$ cat config.mk
export PLATFORM = sky130hd
export DESIGN_NAME = tpb_front_flat
export DESIGN_NICKNAME = d
export VERILOG_FILES = /design/src/sv/tolerance_peak_binner_assert.svh /design/src/sv/tpb_pkg.sv /design/src/sv/tpb_req_if.sv /design/src/sv/tpb_front.sv /design/src/flat_wrapper.sv
export SDC_FILE = /design/constraint.sdc
export NUM_CORES = 1
export LEC_CHECK = 0
export ABC_AREA = 0
export BUFFER_PORTS_ARGS = -buffer_cell sky130_fd_sc_hd__buf_2
export CORE_MARGIN = 1
export CORE_UTILIZATION = 52
export DETAILED_ROUTE_END_ITERATION = 16
export GPL_TIMING_DRIVEN = 0
export PLACE_DENSITY = 0.79
export SLEW_MARGIN = 20
export SYNTH_ARGS = -nofsm -noshare
export SYNTH_HDL_FRONTEND = slang
export SYNTH_SLANG_ARGS = --single-unit
export TNS_END_PERCENT = 5
$ cat constraint.sdc
create_clock -name clock -period 11.25 [get_ports clock]
set_input_delay 0 -clock clock [delete_from_list [all_inputs] [get_ports clock]]
set_output_delay 0 -clock clock [all_outputs]
set_load 0.005 [all_outputs]
$ cat src/sv/tolerance_peak_binner_assert.svh
// Assertion macros for the tolerance peak binner.
// Included by the top level; relies on nothing else.
`ifndef TOLERANCE_PEAK_BINNER_ASSERT_SVH
`define TOLERANCE_PEAK_BINNER_ASSERT_SVH
`ifndef SYNTHESIS
// Same-cycle implication, disabled while reset is high.
`define TPB_ASSERT_IMP(lbl, clk, rst, ante, cons) \
   lbl: assert property (@(posedge clk) disable iff (rst) (ante) |-> (cons)) \
      else $error("tpb check failed");
// Next-cycle implication, disabled while reset is high.
`define TPB_ASSERT_NXT(lbl, clk, rst, ante, cons) \
   lbl: assert property (@(posedge clk) disable iff (rst) (ante) |=> (cons)) \
      else $error("tpb check failed");
`else
`define TPB_ASSERT_IMP(lbl, clk, rst, ante, cons)
`define TPB_ASSERT_NXT(lbl, clk, rst, ante, cons)
`endif
`endif

$ cat src/sv/tpb_pkg.sv
// Shared constants, codes and types of the tolerance peak binner.
// Used by the interfaces and by all modules but tpb_ram; depends on nothing.
package tpb_pkg;

   localparam int MAX_BINS = 128;
   localparam int PIXELS   = 256;
   localparam int BIN_W    = $clog2(MAX_BINS);
   localparam int PIX_W    = $clog2(PIXELS);
   localparam int CELL_AW  = BIN_W + PIX_W;
   localparam int CELLS    = MAX_BINS * PIXELS;
   localparam int USED_W   = $clog2(MAX_BINS + 1);

   localparam int MASS_W = 32;
   localparam int INT_W  = 32;
   localparam int SNR_W  = 16;
   localparam int AREA_W = 32;
   localparam int CNT_W  = 16;
   localparam int TOL_W  = 24;
   localparam int SEL_W  = 7;
   localparam int IDX_W  = 7;
   localparam int BU_W   = 8;
   localparam int STAT_W = 2;
   localparam int CELL_W = INT_W + SNR_W + AREA_W;

   // d * 1e6 * 256 folded into one constant factor.
   localparam int PPM_W  = 28;
   localparam logic [PPM_W-1:0] PPM_FACTOR = PPM_W'(256000000);
   localparam int LHS_W  = MASS_W + PPM_W;
   localparam int RHS_W  = TOL_W + MASS_W;

   localparam int Q_DEPTH = 2;

   localparam logic CMD_BIN  = 1'b0;
   localparam logic CMD_READ = 1'b1;

   localparam logic [1:0] KIND_BIN  = 2'd0;
   localparam logic [1:0] KIND_READ = 2'd1;
   localparam logic [1:0] KIND_DROP = 2'd2;

   localparam logic [STAT_W-1:0] STATUS_OK        = 2'd0;
   localparam logic [STAT_W-1:0] STATUS_FULL      = 2'd1;
   localparam logic [STAT_W-1:0] STATUS_NO_EXTRAS = 2'd2;
   localparam logic [STAT_W-1:0] STATUS_UNUSED    = 2'd3;

   localparam int CSR_AW = 3;
   localparam int CSR_DW = 32;
   localparam logic REG_TOLERANCE = 1'b0;
   localparam logic REG_PPM_MODE  = 1'b1;
   localparam logic [TOL_W-1:0] TOL_RESET = TOL_W'(1280);

   typedef struct packed {
      logic [1:0]        kind;
      logic [MASS_W-1:0] mass;
      logic [INT_W-1:0]  intensity;
      logic [SNR_W-1:0]  snr;
      logic [AREA_W-1:0] area;
      logic [MASS_W-1:0] peak_width;
      logic [PIX_W-1:0]  pix;
      logic              extras;
      logic [SEL_W-1:0]  sel;
   } tpb_entry_type;

   typedef struct packed {
      logic [IDX_W-1:0]  bin_index;
      logic              new_bin;
      logic [MASS_W-1:0] bin_center;
      logic [CNT_W-1:0]  bin_count;
      logic [INT_W-1:0]  cell_intensity;
      logic [SNR_W-1:0]  cell_snr;
      logic [AREA_W-1:0] cell_area;
      logic [BU_W-1:0]   bins_used;
      logic [STAT_W-1:0] status;
   } tpb_result_type;

   typedef struct packed {
      logic pop;
      logic init_done;
   } tpb_ctl_type;

endpackage

$ cat src/sv/tpb_req_if.sv
// Request channel of the tolerance peak binner: valid, ready and one peak or read command.
// Depends on tpb_pkg.
interface tpb_req_if;
   logic                          valid;
   logic                          ready;
   logic                          command;
   logic [tpb_pkg::MASS_W-1:0]    mass;
   logic [tpb_pkg::INT_W-1:0]     intensity;
   logic [tpb_pkg::SNR_W-1:0]     snr;
   logic [tpb_pkg::AREA_W-1:0]    area;
   logic [tpb_pkg::MASS_W-1:0]    peak_width;
   logic [7:0]                    pixel;
   logic                          has_extras;
   logic [tpb_pkg::SEL_W-1:0]     bin_select;

   modport source (output valid, command, mass, intensity, snr, area, peak_width, pixel,
                   has_extras, bin_select, input ready);
   modport sink (input valid, command, mass, intensity, snr, area, peak_width, pixel,
                 has_extras, bin_select, output ready);
endinterface

$ cat src/sv/tpb_front.sv
// Front end of the tolerance peak binner: takes requests, classifies them and queues them.
// Depends on tpb_pkg and tpb_req_if.
module tpb_front (
   input  logic                   clock,
   input  logic                   reset,
   tpb_req_if.sink                req_chan,
   input  logic                   ppm_mode,
   input  tpb_pkg::tpb_ctl_type   ctl,
   output logic                   ent_vld,
   output tpb_pkg::tpb_entry_type ent
);

   localparam int QP_W = $clog2(tpb_pkg::Q_DEPTH);
   localparam int QC_W = $clog2(tpb_pkg::Q_DEPTH + 1);

   tpb_pkg::tpb_entry_type q_ff [tpb_pkg::Q_DEPTH];
   tpb_pkg::tpb_entry_type new_ent;
   logic [QP_W-1:0] wp_ff, wp_in, rp_ff, rp_in;
   logic [QC_W-1:0] cnt_ff, cnt_in;
   logic            push, pop;

   assign req_chan.ready = ctl.init_done && (cnt_ff != QC_W'(tpb_pkg::Q_DEPTH));
   assign push = req_chan.valid && req_chan.ready;
   assign pop  = ctl.pop && ent_vld;

   // A bin command in absolute mode without snr and area is settled right here.
   always_comb begin
      new_ent.mass       = req_chan.mass;
      new_ent.intensity  = req_chan.intensity;
      new_ent.snr        = req_chan.snr;
      new_ent.area       = req_chan.area;
      new_ent.peak_width = req_chan.peak_width;
      new_ent.pix        = req_chan.pixel[tpb_pkg::PIX_W-1:0];
      new_ent.extras     = req_chan.has_extras;
      new_ent.sel        = req_chan.bin_select;
      if (req_chan.command == tpb_pkg::CMD_READ) begin
         new_ent.kind = tpb_pkg::KIND_READ;
      end else if (!ppm_mode && !req_chan.has_extras) begin
         new_ent.kind = tpb_pkg::KIND_DROP;
      end else begin
         new_ent.kind = tpb_pkg::KIND_BIN;
      end
   end

   always_comb begin
      wp_in  = push ? QP_W'(wp_ff + 1'b1) : wp_ff;
      rp_in  = pop ? QP_W'(rp_ff + 1'b1) : rp_ff;
      cnt_in = QC_W'(cnt_ff + QC_W'(push) - QC_W'(pop));
   end

   always_ff @(posedge clock) begin
      if (reset) begin
         wp_ff  <= '0;
         rp_ff  <= '0;
         cnt_ff <= '0;
      end else begin
         wp_ff  <= wp_in;
         rp_ff  <= rp_in;
         cnt_ff <= cnt_in;
      end
      if (push) begin
         q_ff[wp_ff] <= new_ent;
      end
   end

   assign ent_vld = (cnt_ff != '0);
   assign ent     = q_ff[rp_ff];

endmodule

$ cat src/flat_wrapper.sv
// flat-port wrapper written by rule: the top's interface ports become plain ports
module tpb_front_flat 
  (clock, reset, ppm_mode, ctl, ent_vld, ent, req_chan_valid, req_chan_command, req_chan_mass, req_chan_intensity, req_chan_snr, req_chan_area, req_chan_peak_width, req_chan_pixel, req_chan_has_extras, req_chan_bin_select, req_chan_ready);
  tpb_req_if req_chan_i ();
  input  logic clock;
  input  logic reset;
  input  logic ppm_mode;
  input  tpb_pkg::tpb_ctl_type ctl;
  output logic ent_vld;
  output tpb_pkg::tpb_entry_type ent;
  input wire logic [$bits(req_chan_i.valid)-1:0] req_chan_valid;
  input wire logic [$bits(req_chan_i.command)-1:0] req_chan_command;
  input wire logic [$bits(req_chan_i.mass)-1:0] req_chan_mass;
  input wire logic [$bits(req_chan_i.intensity)-1:0] req_chan_intensity;
  input wire logic [$bits(req_chan_i.snr)-1:0] req_chan_snr;
  input wire logic [$bits(req_chan_i.area)-1:0] req_chan_area;
  input wire logic [$bits(req_chan_i.peak_width)-1:0] req_chan_peak_width;
  input wire logic [$bits(req_chan_i.pixel)-1:0] req_chan_pixel;
  input wire logic [$bits(req_chan_i.has_extras)-1:0] req_chan_has_extras;
  input wire logic [$bits(req_chan_i.bin_select)-1:0] req_chan_bin_select;
  output wire logic [$bits(req_chan_i.ready)-1:0] req_chan_ready;
  assign req_chan_i.valid = req_chan_valid;
  assign req_chan_i.command = req_chan_command;
  assign req_chan_i.mass = req_chan_mass;
  assign req_chan_i.intensity = req_chan_intensity;
  assign req_chan_i.snr = req_chan_snr;
  assign req_chan_i.area = req_chan_area;
  assign req_chan_i.peak_width = req_chan_peak_width;
  assign req_chan_i.pixel = req_chan_pixel;
  assign req_chan_i.has_extras = req_chan_has_extras;
  assign req_chan_i.bin_select = req_chan_bin_select;
  assign req_chan_ready = req_chan_i.ready;
  tpb_front u_core (.clock(clock), .reset(reset), .req_chan(req_chan_i), .ppm_mode(ppm_mode), .ctl(ctl), .ent_vld(ent_vld), .ent(ent));
endmodule
==> results of run 1 <==
## state kept, by name (all words and copies together) (netlist names), named ones only
signal / count
u_core.cnt_ff: 2
u_core.q_ff: 324
u_core.rp_ff: 1
u_core.wp_ff: 1
## worst paths after layout
check | endpoint | slack [ns] | depth (start not counted)
min | u_core.cnt_ff[0] | 0.13 | 4
max reg2reg | u_core.q_ff[0][122] | 8.67 | 7
min reg2reg | register | 0.53 | 2
max | u_core.q_ff[0][122] | 8.67 | 7
## per-stage QoR
stage / std cells / instance area (sq um) / power [mW]
final: 1408 / 17100 / 3.19
after global routing: 1408 / 17100 / 3.31
after CTS: 1408 / 17100 / 3.18
after detailed placement: 1185 / 14600 / 2.18
after global placement: 1175 / 14300 / 2.18
after floorplan: 532 / 12300 / 1.91
## critical path: cells and delay by family (launching register included)
kind / cells / cell delay [ns]
flip-flops: 1 / 0.37
buffers and inverters: 4 / 0.82
AND/OR/NAND/NOR: 3 / 1.07
## cells in the mapped netlist
cell type / count
inv_1: 2
and3_1: 1
o21a_1: 1
xor2_1: 1
nor2_1: 4
xnor2_1: 1
mux2_2: 83
ha_1: 2
nor2b_1: 3
or2_2: 1
mux2_4: 80
buf_2: 8
buf_6: 10
nor3_1: 2
nand2b_1: 1
and2_1: 3
edfxtp_1: 324
dfxtp_1: 5
## layout make-up
class,count,area (sq um)
Buffer,18,153
Timing Repair Buffer,506,3570
Tap cell,313,392
Fill cell,1263,5700
Sequential cell,329,9830
Clock inverter,7,57.6
Multi-Input combinational cell,183,2280
Inverter,2,7.51
Clock buffer,50,867
## metal layers
| layer | track usage, % | vias to the layer above |
|---|---|---|
| met2 | 44.1 | 365 |
| met1 | 27.2 | 3580 |
| li1 | - | 3196 |
| met4 | 8.78 | 0 |
| met3 | 6.16 | 68 |
| met5 | 0 | - |
## report_power, final
| part | switching [mW] | internal (mW) | leakage, nW |
|---|---|---|---|
| registers | 0.0248 | 1.44 | 3.01 |
| clock network | 0.427 | 0.546 | 0.441 |
| logic | 0.339 | 0.419 | 3.15 |
| total | 0.791 | 2.40 | 6.60 |
## cells by family (layout without fill, tap and decap cells)
kind of cell	Yosys count	count (layout)	synth area share (%)
muxes	163	163	17.4
xor gates and xnor gates	2	2	0.143
DFF	329	329	80.2
buffers and inverters	20	583	1.31
adders and majority gates	2	2	0.204
AOI/OAI and AO/OA	1	1	0.0613
and+or+nand+nor	15	15	0.664
==> metrics.sh, run 1 <==
RUN_STATUS='finished clean'
FIRST_GLOBAL_VIAS=7893
FINAL_CELL_MIX='buf_2, edfxtp_1, dlygate4sd3_1'
ANTENNA-DIODE-COUNT=0
PRE_CTS_SLACK_NS=8.73
MAX_BUFFERS_ROOT_TO_SINK=3
VIA_COUNT=7209
LAYOUT_NETS=1240
WORST_SETUP_PATH_STARTPOINT='u_core.cnt_ff[0]'
RSZ0062_AT_GRT='false'
WL_MET2_UM=15500
DETAIL_ROUTE.WIRELENGTH_UM=29800
LAYOUT-DRIVE-GT1-SHARE_PCT=51.1
POSTSYNTHNETCOUNT=701
WORSTHOLDPATHTYPE='primary input to register'
FINAL.SETUP.TNS_NS=0
SETUP.WORST_PATH.CLASS='register to register'
SYNTHESIZED_NETLIST_CELL_COUNT=532
GRT_PASS1_WL_UM=43500
FIRST_PASS_ITERS=4
CTSROOTBUFFERMASTER='clkbuf_16'
INSERTED_CLOCK_BUFFERS=31
LAYOUT_WORST_PATH_CYCLE_SHARE_PCT=22.9
GRT_ANTENNA_BEFORE_REPAIR=0
POWER_PER_CELL_AREA_nW_PER_UM2=186
CELLLEAKAGEPOWER_nW=6.60
RR_STARTPOINT='u_core.cnt_ff[0]'
FIN_SKEW_NS=0.0103
MOST_FREQUENT_STANDARD_CELL_IN_THE_LAYOUT_EXCLUDING_FILL_AND_TAP_CELLS='buf_2'
CRITICAL_PATH.STARTPOINT_TYPE='register'
DIE_EXTENT_IN_X_UM=156
GLOBAL_ROUTE.USAGE.TOTAL_PCT=24.1
DIE_AREA_SQ_UM=24200
AVGVIACOUNTPERCELL=5.12
BOUNDARYPINS=331
ROUTE.DETAILED.DRC=0
FP.DIEH_UM=156
VDD.IR_DROP.WORST_mV=0.154
POSTCTSSETUPBUFFERS=0
CTS_TREE='built'
STARTING_DENSITY_PCT=53.6
GLOBALROUTE.TOTALOVERFLOW=0
FINALWEIGHTEDCONGESTION=0.746
TIMING_MAX_TRANSITION_VIOLATIONS_FINAL=0
GRT_START_MAX_NET_PINS=55
LAYOUT.CORE_UTILIZATION_PCT=75.1
YS_SEQ_ELEMENTS=329
CTS_RESIZED=0
DRT-WIRELENGTH-PER-CELL_UM=21.1
YOSYS_WARNINGS=0
HOLD_VIOLATIONS=0
DETAILEDROUTE.FIRSTITERATIONVIOLATIONS=421
NETLIST.TOP_CELL.BY_AREA='edfxtp_1'
PATH_CELLS='nand2b_1 -> and3_1 -> nor2b_4 -> buf_16 -> buf_16 -> buf_16 -> buf_16'
FMAX_MHz=388
WORSTSKEWPAIRLATENCY_NS=0.54
WORST_PATH_MOST_REPEATED_CELL='buf_16'
YS_TOP_CELLS_BY_AREA='edfxtp_1, mux2_4, mux2_2'
AMOUNT_OF_WIRE_ON_MET3_AFTER_DETAILED_ROUTING_UM=2420
TOPROUTINGLAYERUSED='met4'
SLEW_HEADROOM_PCT=55.7
HOLDCRITSTARTPOINT='ctl[0]'
HOLD_WS_NS=0.133
END_KIND='register'
AREA_GROWTH_SYN_TO_LAYOUT_PCT=39.9
CTS_HOLD_REPAIR.BUFFERS=166
WORST_PIN_SLEW_NS=0.662
WIRELENGTH_MET1_UM=11000
YOSYS.AREA.TOP_TYPE_SHARE_PCT=79.4
WORSTPATHREQUIRED_NS=11.50
CRIT_ARRIVAL_NS=2.82
WORST_PATH_LARGEST_CELL_DELAY_NS=0.62
CORE_REGION_AREA_SQ_UM=22800
CRITICAL_PATH.SLOWEST_CELL='nor2b_4'
POST_SYNTH_NUM_CELL_TYPES=18
CRITICAL_PATH.MAX_FANOUT=24
FIN_CRIT_NS=2.58
FP-ROW-COUNT=55
H_TREE_LEVELS=1
SYNTHESIS.AREA_PER_INSTANCE_SQ_UM=23.0
SYN-CELL-AREA_SQ_UM=12300
SEQ_AREA_FRAC_SYNTH_PCT=80.2
FINALSETUPVIOLCOUNT=0
ANT_NETS=0
TIMING.MAX_CAP.VIOLATIONS=0
SETUP_SLACK_NS=8.67
NUMCLOCKSINKS=329
NUMPORTBUFFERS=330
CTS.REPORTEDPATHS.CLKPINSLEW_NS=0.06
PLACE.DETAILED.HPWL_UM=16500
No activity file was read; power rests on OpenSTA's default activity.
==> run 2: changes to the inputs <==
--- a/config.mk
+++ b/config.mk
@@ -5,13 +5,13 @@
 export SDC_FILE = /design/constraint.sdc
 export NUM_CORES = 1
 export LEC_CHECK = 0
-export ABC_AREA = 0
+export ABC_AREA = 1
 export BUFFER_PORTS_ARGS = -buffer_cell sky130_fd_sc_hd__buf_2
 export CORE_MARGIN = 1
-export CORE_UTILIZATION = 52
+export CORE_UTILIZATION = 47
 export DETAILED_ROUTE_END_ITERATION = 16
 export GPL_TIMING_DRIVEN = 0
-export PLACE_DENSITY = 0.79
+export PLACE_DENSITY = 0.75
 export SLEW_MARGIN = 20
 export SYNTH_ARGS = -nofsm -noshare
 export SYNTH_HDL_FRONTEND = slang
==> constraint.sdc (replaced) <==
create_clock -name clock -period 2.09 [get_ports clock]
set_input_delay 0 -clock clock [delete_from_list [all_inputs] [get_ports clock]]
set_output_delay 0 -clock clock [all_outputs]
set_load 0.005 [all_outputs]
==> run 2 against run 1 <==
First-iteration DRC count fell by 3.6%. Clock skew rose by 0.0077 ns. Via count fell by 2.4%. Die area rose by 11%. Worst setup slack got worse by 8.5 ns. Core utilization fell by 6.2 points. Sequential power rose to 5.4 times the previous value. Global-route usage fell by 3.9 points. Count of clock-buffer cells in the layout fell by 5. Largest cell class unchanged. Largest power group unchanged. Highest routed layer unchanged.
==> metrics.sh, run 2 <==
RUN_STATUS='finished clean'
CTS_RESIZED=0
FINALWEIGHTEDCONGESTION=0.733
POSTSYNTHNETCOUNT=714
PRE_CTS_SLACK_NS=0.00822
LARGEST_REG_FLOPS=324
WORSTSKEWPAIRLATENCY_NS=0.50
SLEW_HEADROOM_PCT=67.7
VIA_COUNT=7037
NETLIST.TOP_CELL.BY_AREA='edfxtp_1'
END_KIND='register'
SYNTHESIS.AREA_PER_INSTANCE_SQ_UM=22.5
POWER_PER_CELL_AREA_nW_PER_UM2=1030
YS_SEQ_ELEMENTS=329
BOUNDARYPINS=331
YOSYS_WARNINGS=0
MAX_BUFFERS_ROOT_TO_SINK=3
FIRST_PASS_ITERS=4
SYNTHESIZED_NETLIST_CELL_COUNT=545
POST_SYNTH_NUM_CELL_TYPES=16
STARTING_DENSITY_PCT=48.3
PLACE.DETAILED.HPWL_UM=17200
RSZ0062_AT_GRT='false'
GRT_PASS1_WL_UM=40700
FINAL_CELL_MIX='buf_2, edfxtp_1, dlygate4sd3_1'
YOSYS.AREA.TOP_TYPE_SHARE_PCT=79.3
WORST_PIN_SLEW_NS=0.483
VDD.IR_DROP.WORST_mV=0.752
FIN_CRIT_NS=1.95
SYN-CELL-AREA_SQ_UM=12300
FINAL.SETUP.TNS_NS=0
SETUP.WORST_PATH.CLASS='register to register'
YOSYS_MOST_USED_DFF='edfxtp_1'
GRT_ANTENNA_BEFORE_REPAIR=2
DRT-WIRELENGTH-PER-CELL_UM=19.1
WORSTPATHREQUIRED_NS=2.46
LAYOUT-DRIVE-GT1-SHARE_PCT=51.9
YS_TOP_CELLS_BY_AREA='edfxtp_1, mux2_4, mux2_2'
SEQ_AREA_FRAC_SYNTH_PCT=80.1
CRITICAL_PATH.STARTPOINT_TYPE='register'
DIE_AREA_SQ_UM=26800
GRT_START_MAX_NET_PINS=33
CTS_TREE='built'
AREA_GROWTH_SYN_TO_LAYOUT_PCT=42.5
DETAILEDROUTE.FIRSTITERATIONVIOLATIONS=406
HOLD_VIOLATIONS=0
FIRST_GLOBAL_VIAS=7655
AVGVIACOUNTPERCELL=4.85
LAYOUT_NETS=1263
FINALSETUPVIOLCOUNT=0
MAX_FLOP_REGISTER='u_core.q_ff'
CRIT_ARRIVAL_NS=2.33
FP-ROW-COUNT=58
SYNTH.CELLS.MOST_FREQUENT='edfxtp_1, mux2_2, mux2_4'
FP.DIEH_UM=164
H_TREE_LEVELS=2
CORE_REGION_AREA_SQ_UM=25400
FINAL-INSTANCE-COUNT-EXCL-FILL=1451
ANT_NETS=0
LAYOUT_WORST_PATH_CYCLE_SHARE_PCT=93.4
REG.LARGEST.LIST='u_core.q_ff: 324 flops, u_core.cnt_ff: 2 flops'
GLOBALROUTE.TOTALOVERFLOW=0
CTS.REPORTEDPATHS.CLKPINSLEW_NS=0.06
ROUTE.DETAILED.DRC=0
NUMCLOCKSINKS=329
YS_ASYNC_RST_SHARE_PCT=0
CRITICAL_PATH.MAX_FANOUT=4
INSERTED_CLOCK_BUFFERS=34
FMAX_MHz=512
TIMING_MAX_TRANSITION_VIOLATIONS_FINAL=0
SYNTH-EDFF-COUNT=324
CELLLEAKAGEPOWER_nW=6.78
WORSTHOLDPATHTYPE='primary input to register'
SETUP_SLACK_NS=0.137
PLACE.DETAILED.INSTANCES=1218
TIMING.MAX_CAP.VIOLATIONS=0
MOST_FREQUENT_STANDARD_CELL_IN_THE_LAYOUT_EXCLUDING_FILL_AND_TAP_CELLS='buf_2'
CTSROOTBUFFERMASTER='clkbuf_16'
GLOBAL_ROUTE.USAGE.TOTAL_PCT=20.2
YOSYSMOSTFREQUENTCELL='edfxtp_1'
DETAIL_ROUTE.WIRELENGTH_UM=27600
FIN_SKEW_NS=0.0179
NUMPORTBUFFERS=330
DIE_EXTENT_IN_X_UM=164
LAYOUT.CORE_UTILIZATION_PCT=68.9
run 2: critical path, stage by stage (launching register included):
cell,delay (ns)
dfxtp_1,0.40
nand2_2,0.08
nand3_2,0.12
dlygate4sd3_1,0.55
nand2_1,0.05
inv_1,0.04
nor2_1,0.03
dlygate4sd3_1,0.54
run 2: layout make-up:
cell class | count | area (sq um)
Sequential cell | 329 | 9830
Clock inverter | 16 | 156
Inverter | 11 | 45.0
Clock buffer | 45 | 976
Buffer | 18 | 153
Tap cell | 330 | 413
Multi-Input combinational cell | 187 | 2270
Timing Repair Buffer | 513 | 3650
Fill cell | 1613 | 7910
Antenna cell | 2 | 5.00
run 2: logic make-up (layout without fill, tap and decap cells):
group / count (synthesis) / in the layout / share of synthesized area (%)
multiplexers: 162 / 162 / 17.3
adder cells (fa/ha/maj): 2 / 2 / 0.204
other: 0 / 2 / 0
AO/OA/AOI/OAI: 3 / 3 / 0.163
buffers and inverters: 29 / 603 / 1.58
flip-flops: 329 / 329 / 80.1
AND/OR/NAND/NOR: 20 / 20 / 0.673
run 2: repair_timing:
action                                 CTS  global route
pin swaps                                1             1
setup endpoints to repair                1            23
hold buffers                           167             0
endpoints found under the hold margin  329             0
buffers inserted                         0             3
run 2: worst paths after layout:
path / from / to / slack [ns] / depth (start not counted)
setup / recovery: u_core.cnt_ff[1] / u_core.wp_ff / 0.14 / 7
hold / removal: req_chan_valid / u_core.cnt_ff[0] / 0.09 / 6
setup reg to reg: u_core.cnt_ff[1] / u_core.wp_ff / 0.14 / 7
hold reg to reg: u_core.rp_ff / register / 0.48 / 2
run 2: through the flow:
stage               area [sq um]  hold slack, ns  power [mW]
floorplan                  12300          0.0638        10.2
global placement           14400           0.165        11.6
detailed placement         14700           0.184        11.8
CTS                        17500          0.0524        18.0
global route               17500           0.133        18.6
finish                     17500          0.0894        17.9
run 2: report_power, final:
group	switching (mW)	leakage, nW	internal, mW	total [mW]
clock	2.38	0.549	3.66	6.03
combinational	1.77	3.22	2.19	3.96
sequential	0.132	3.01	7.81	7.95
total	4.27	6.78	13.7	17.9
run 2: layer usage:
metal,global-route usage [%],share of wire [%],vias up
li1,-,-,3262
met1,21.1,36,3418
met2,37.9,53,291
met3,5.66,7.8,66
met4,8.12,3.2,0
met5,0,0,-
==> run 3: changes to the inputs <==
--- a/config.mk
+++ b/config.mk
@@ -11,6 +11,7 @@
 export CORE_UTILIZATION = 47
 export DETAILED_ROUTE_END_ITERATION = 16
 export GPL_TIMING_DRIVEN = 0
+export MAX_ROUTING_LAYER = met4
 export PLACE_DENSITY = 0.75
 export SLEW_MARGIN = 20
 export SYNTH_ARGS = -nofsm -noshare
==> run 3 against run 2 <==
Total power is essentially flat. Register-to-register slack is essentially flat. Clock power is essentially flat. Highest routed layer unchanged. Worst setup slack gained 0.0063 ns. Sequential share of layout area is essentially flat. Via count grew 0.16%. Critical path depth is the same. Critical path type unchanged. Worst hold slack lost 0.00084 ns. Global-route usage grew 0.60 points. Non-clock buffer count is the same.
==> metrics.sh, run 3 (synthesis results as in run 2) <==
POWER.SHARE.SWITCHING_PCT=23.8
DETAILEDROUTE.FIRSTITERATIONVIOLATIONS=407
CRITICAL_PATH.MAX_FANOUT=4
VIA_COUNT=7048
NUMCLOCKSINKS=329
MAX_FLOP_REGISTER='u_core.q_ff'
SLEW_HEADROOM_PCT=67.6
FINAL-INSTANCE-COUNT-EXCL-FILL=1452
FIN_CRIT_NS=1.95
COMB_PWR_SHARE_PCT=22.1
TIMING_MAX_TRANSITION_VIOLATIONS_FINAL=0
LAYOUT_WORST_PATH_CYCLE_SHARE_PCT=93.1
DPL-INSTANCE-AREA_SQ_UM=14700
WORSTHOLDPATHTYPE='primary input to register'
FINALWEIGHTEDCONGESTION=0.742
AREA_OF_COMBINATIONAL_CELLS_WITH_MULTIPLE_INPUTS_SQ_UM=2270
GRT_ANTENNA_BEFORE_REPAIR=3
TIMING.MAX_CAP.VIOLATIONS=0
CORE_REGION_AREA_SQ_UM=25400
SHARE_SEQ_OF_TOTAL_POWER_PCT=44.3
FP.DIEH_UM=164
HOLDCRITSTARTPOINT='req_chan_valid'
LAYOUT.CORE_UTILIZATION_PCT=68.9
CTSROOTBUFFERMASTER='clkbuf_16'
REG.LARGEST.LIST='u_core.q_ff: 324 flops, u_core.cnt_ff: 2 flops'
POWER_REPORT.INTERNAL_TOTAL_mW=13.7
PLACE.DETAILED.HPWL_UM=17200
AREA_GROWTH_SYN_TO_LAYOUT_PCT=42.5
LAYOUT.AREA.SEQ_SQ_UM=9830
TOTAL_SWITCHING_POWER_mW=4.27
LAYOUT_NETS=1263
CELLLEAKAGEPOWER_nW=6.78
CRIT_ARRIVAL_NS=2.32
DIE_AREA_SQ_UM=26800
FIRST_GLOBAL_VIAS=7663
LAYOUT-DRIVE-GT1-SHARE_PCT=51.9
POWER_PER_CELL_AREA_nW_PER_UM2=1030
CRITICAL_PATH.STARTPOINT_TYPE='register'
END_KIND='register'
NUMPORTBUFFERS=330
LARGEST_REG_FLOPS=324
WORSTHOLDENDPOINT='u_core.cnt_ff[0]'
FIN_SKEW_NS=0.0195
HOLD_WS_NS=0.0886
ROUTE.DETAILED.DRC=0
BOUNDARYPINS=331
WORSTSKEWPAIRLATENCY_NS=0.51
HOLD_VIOLATIONS=0
SETUP_SLACK_ON_THE_WORST_FLOP_TO_FLOP_PATH_NS=0.14
MAX_BUFFERS_ROOT_TO_SINK=3
GLOBALROUTE.TOTALOVERFLOW=0
FINALSETUPVIOLCOUNT=0
FILLERS=1612
GRT_START_MAX_NET_PINS=33
DETAIL_ROUTE.WIRELENGTH_UM=27700
POWER.CLOCK.FRACTION_PCT=33.6
FP-ROW-COUNT=58
RUN_STATUS='finished clean'
FMAX_MHz=514
SETUP.WORST_PATH.CLASS='register to register'
REG_TO_REG_ENDPOINT='u_core.wp_ff'
WORSTPATHREQUIRED_NS=2.46
RR_STARTPOINT='u_core.cnt_ff[1]'
H_TREE_LEVELS=2
DRT-WIRELENGTH-PER-CELL_UM=19.1
CTS.REPORTEDPATHS.CLKPINSLEW_NS=0.06
RSZ0062_AT_GRT='false'
DIE_EXTENT_IN_X_UM=164
VDD.IR_DROP.WORST_mV=0.752
STARTING_DENSITY_PCT=48.3
NUMBER_OF_CELLS_TRAVERSED_BY_THE_WORST_HOLD_PATH=6
GLOBAL_ROUTE.USAGE.TOTAL_PCT=20.8
WORST_PIN_SLEW_NS=0.485
CTS_RESIZED=0
FIRST_PASS_ITERS=4
FINAL_CELL_MIX='buf_2, edfxtp_1, dlygate4sd3_1'
WORSTREGTOREGCELLS=7
FINAL_DESIGN_AREA_NO_FILL_SQ_UM=17500
CTS_TREE='built'
AVGVIACOUNTPERCELL=4.85
MOST_FREQUENT_STANDARD_CELL_IN_THE_LAYOUT_EXCLUDING_FILL_AND_TAP_CELLS='buf_2'
PLACE.DETAILED.INSTANCES=1218
GRT_PASS1_WL_UM=40500
ANT_NETS=0
INSERTED_CLOCK_BUFFERS=34
-- run 3: cell types whose count changed in the layout (fill, tap and decap cells not counted) --
cell	delta
diode_2	+1
-- run 3: stage by stage --
step           total power [mW]  TNS [ns]  setup WS, ns
2_1_floorplan              10.2   -412.61         -1.28
3_3_place_gp               11.6   -887.65         -2.83
3_5_place_dp               11.8         0       0.00822
4_1_cts                    18.0         0        0.0342
5_1_grt                    18.6         0        0.0432
6_report                   17.9         0         0.143
-- run 3: critical path, stage by stage (launching register included) --
cell and delay [ns]:
dfxtp_1 0.39, nand2_2 0.08, nand3_2 0.12, dlygate4sd3_1 0.55
nand2_1 0.05, inv_1 0.04, nor2_1 0.03, dlygate4sd3_1 0.54
-- run 3: final cells by class --
| type | instances | area share (%) |
|---|---|---|
| diodes | 3 | 0.0429 |
| plain buffers | 18 | 0.873 |
| clock buffers | 45 | 5.58 |
| clock inverters | 16 | 0.894 |
| inverters | 11 | 0.257 |
| multi-input cells | 187 | 13.0 |
| flip-flops and latches | 329 | 56.2 |
| well taps | 330 | 2.36 |
| repair buffers | 513 | 20.8 |
-- run 3: worst max-delay path by stage --
stage,startpoint,to,slack [ns],cells past startpoint
after global placement,u_core.cnt_ff[1],u_core.q_ff[1][144],-2.83,3
final,u_core.cnt_ff[1],u_core.wp_ff,0.14,7
after detailed placement,u_core.cnt_ff[0],u_core.q_ff[0][149],0.008,7
after CTS,u_core.cnt_ff[1],u_core.q_ff[0][151],0.03,6
after floorplan,u_core.cnt_ff[0],u_core.q_ff[0][0],-1.28,4
after global routing,u_core.cnt_ff[1],u_core.q_ff[1][144],0.04,5
-- run 3: repair_timing --
item                                   in CTS  in global routing
buffers inserted                            0                  3
endpoints found under the hold margin     329                  0
hold buffers                              167                  0
pin swaps                                   1                  1
setup endpoints to repair                   1                 23
-- run 3: power groups by stage --
| stage | sequential (mW) | clock, mW | combinational, mW |
|---|---|---|---|
| floorplan | 8.08 | 0 | 2.14 |
| global placement | 8.12 | 0 | 3.47 |
| detailed placement | 8.08 | 0 | 3.67 |
| CTS | 7.94 | 6.14 | 3.95 |
| global route | 7.98 | 6.35 | 4.25 |
| finish | 7.95 | 6.03 | 3.96 |
-- run 3: layer usage --
layer | GRT usage, % | share of wire, % | up-vias | routed length [um]
li1 | - | - | 3261 | -
met1 | 21.3 | 37 | 3423 | 10100
met2 | 37.9 | 53 | 297 | 14600
met3 | 5.28 | 7.4 | 67 | 2040
met4 | 8.12 | 3.2 | 0 | 884
met5 | - | 0 | - | 0
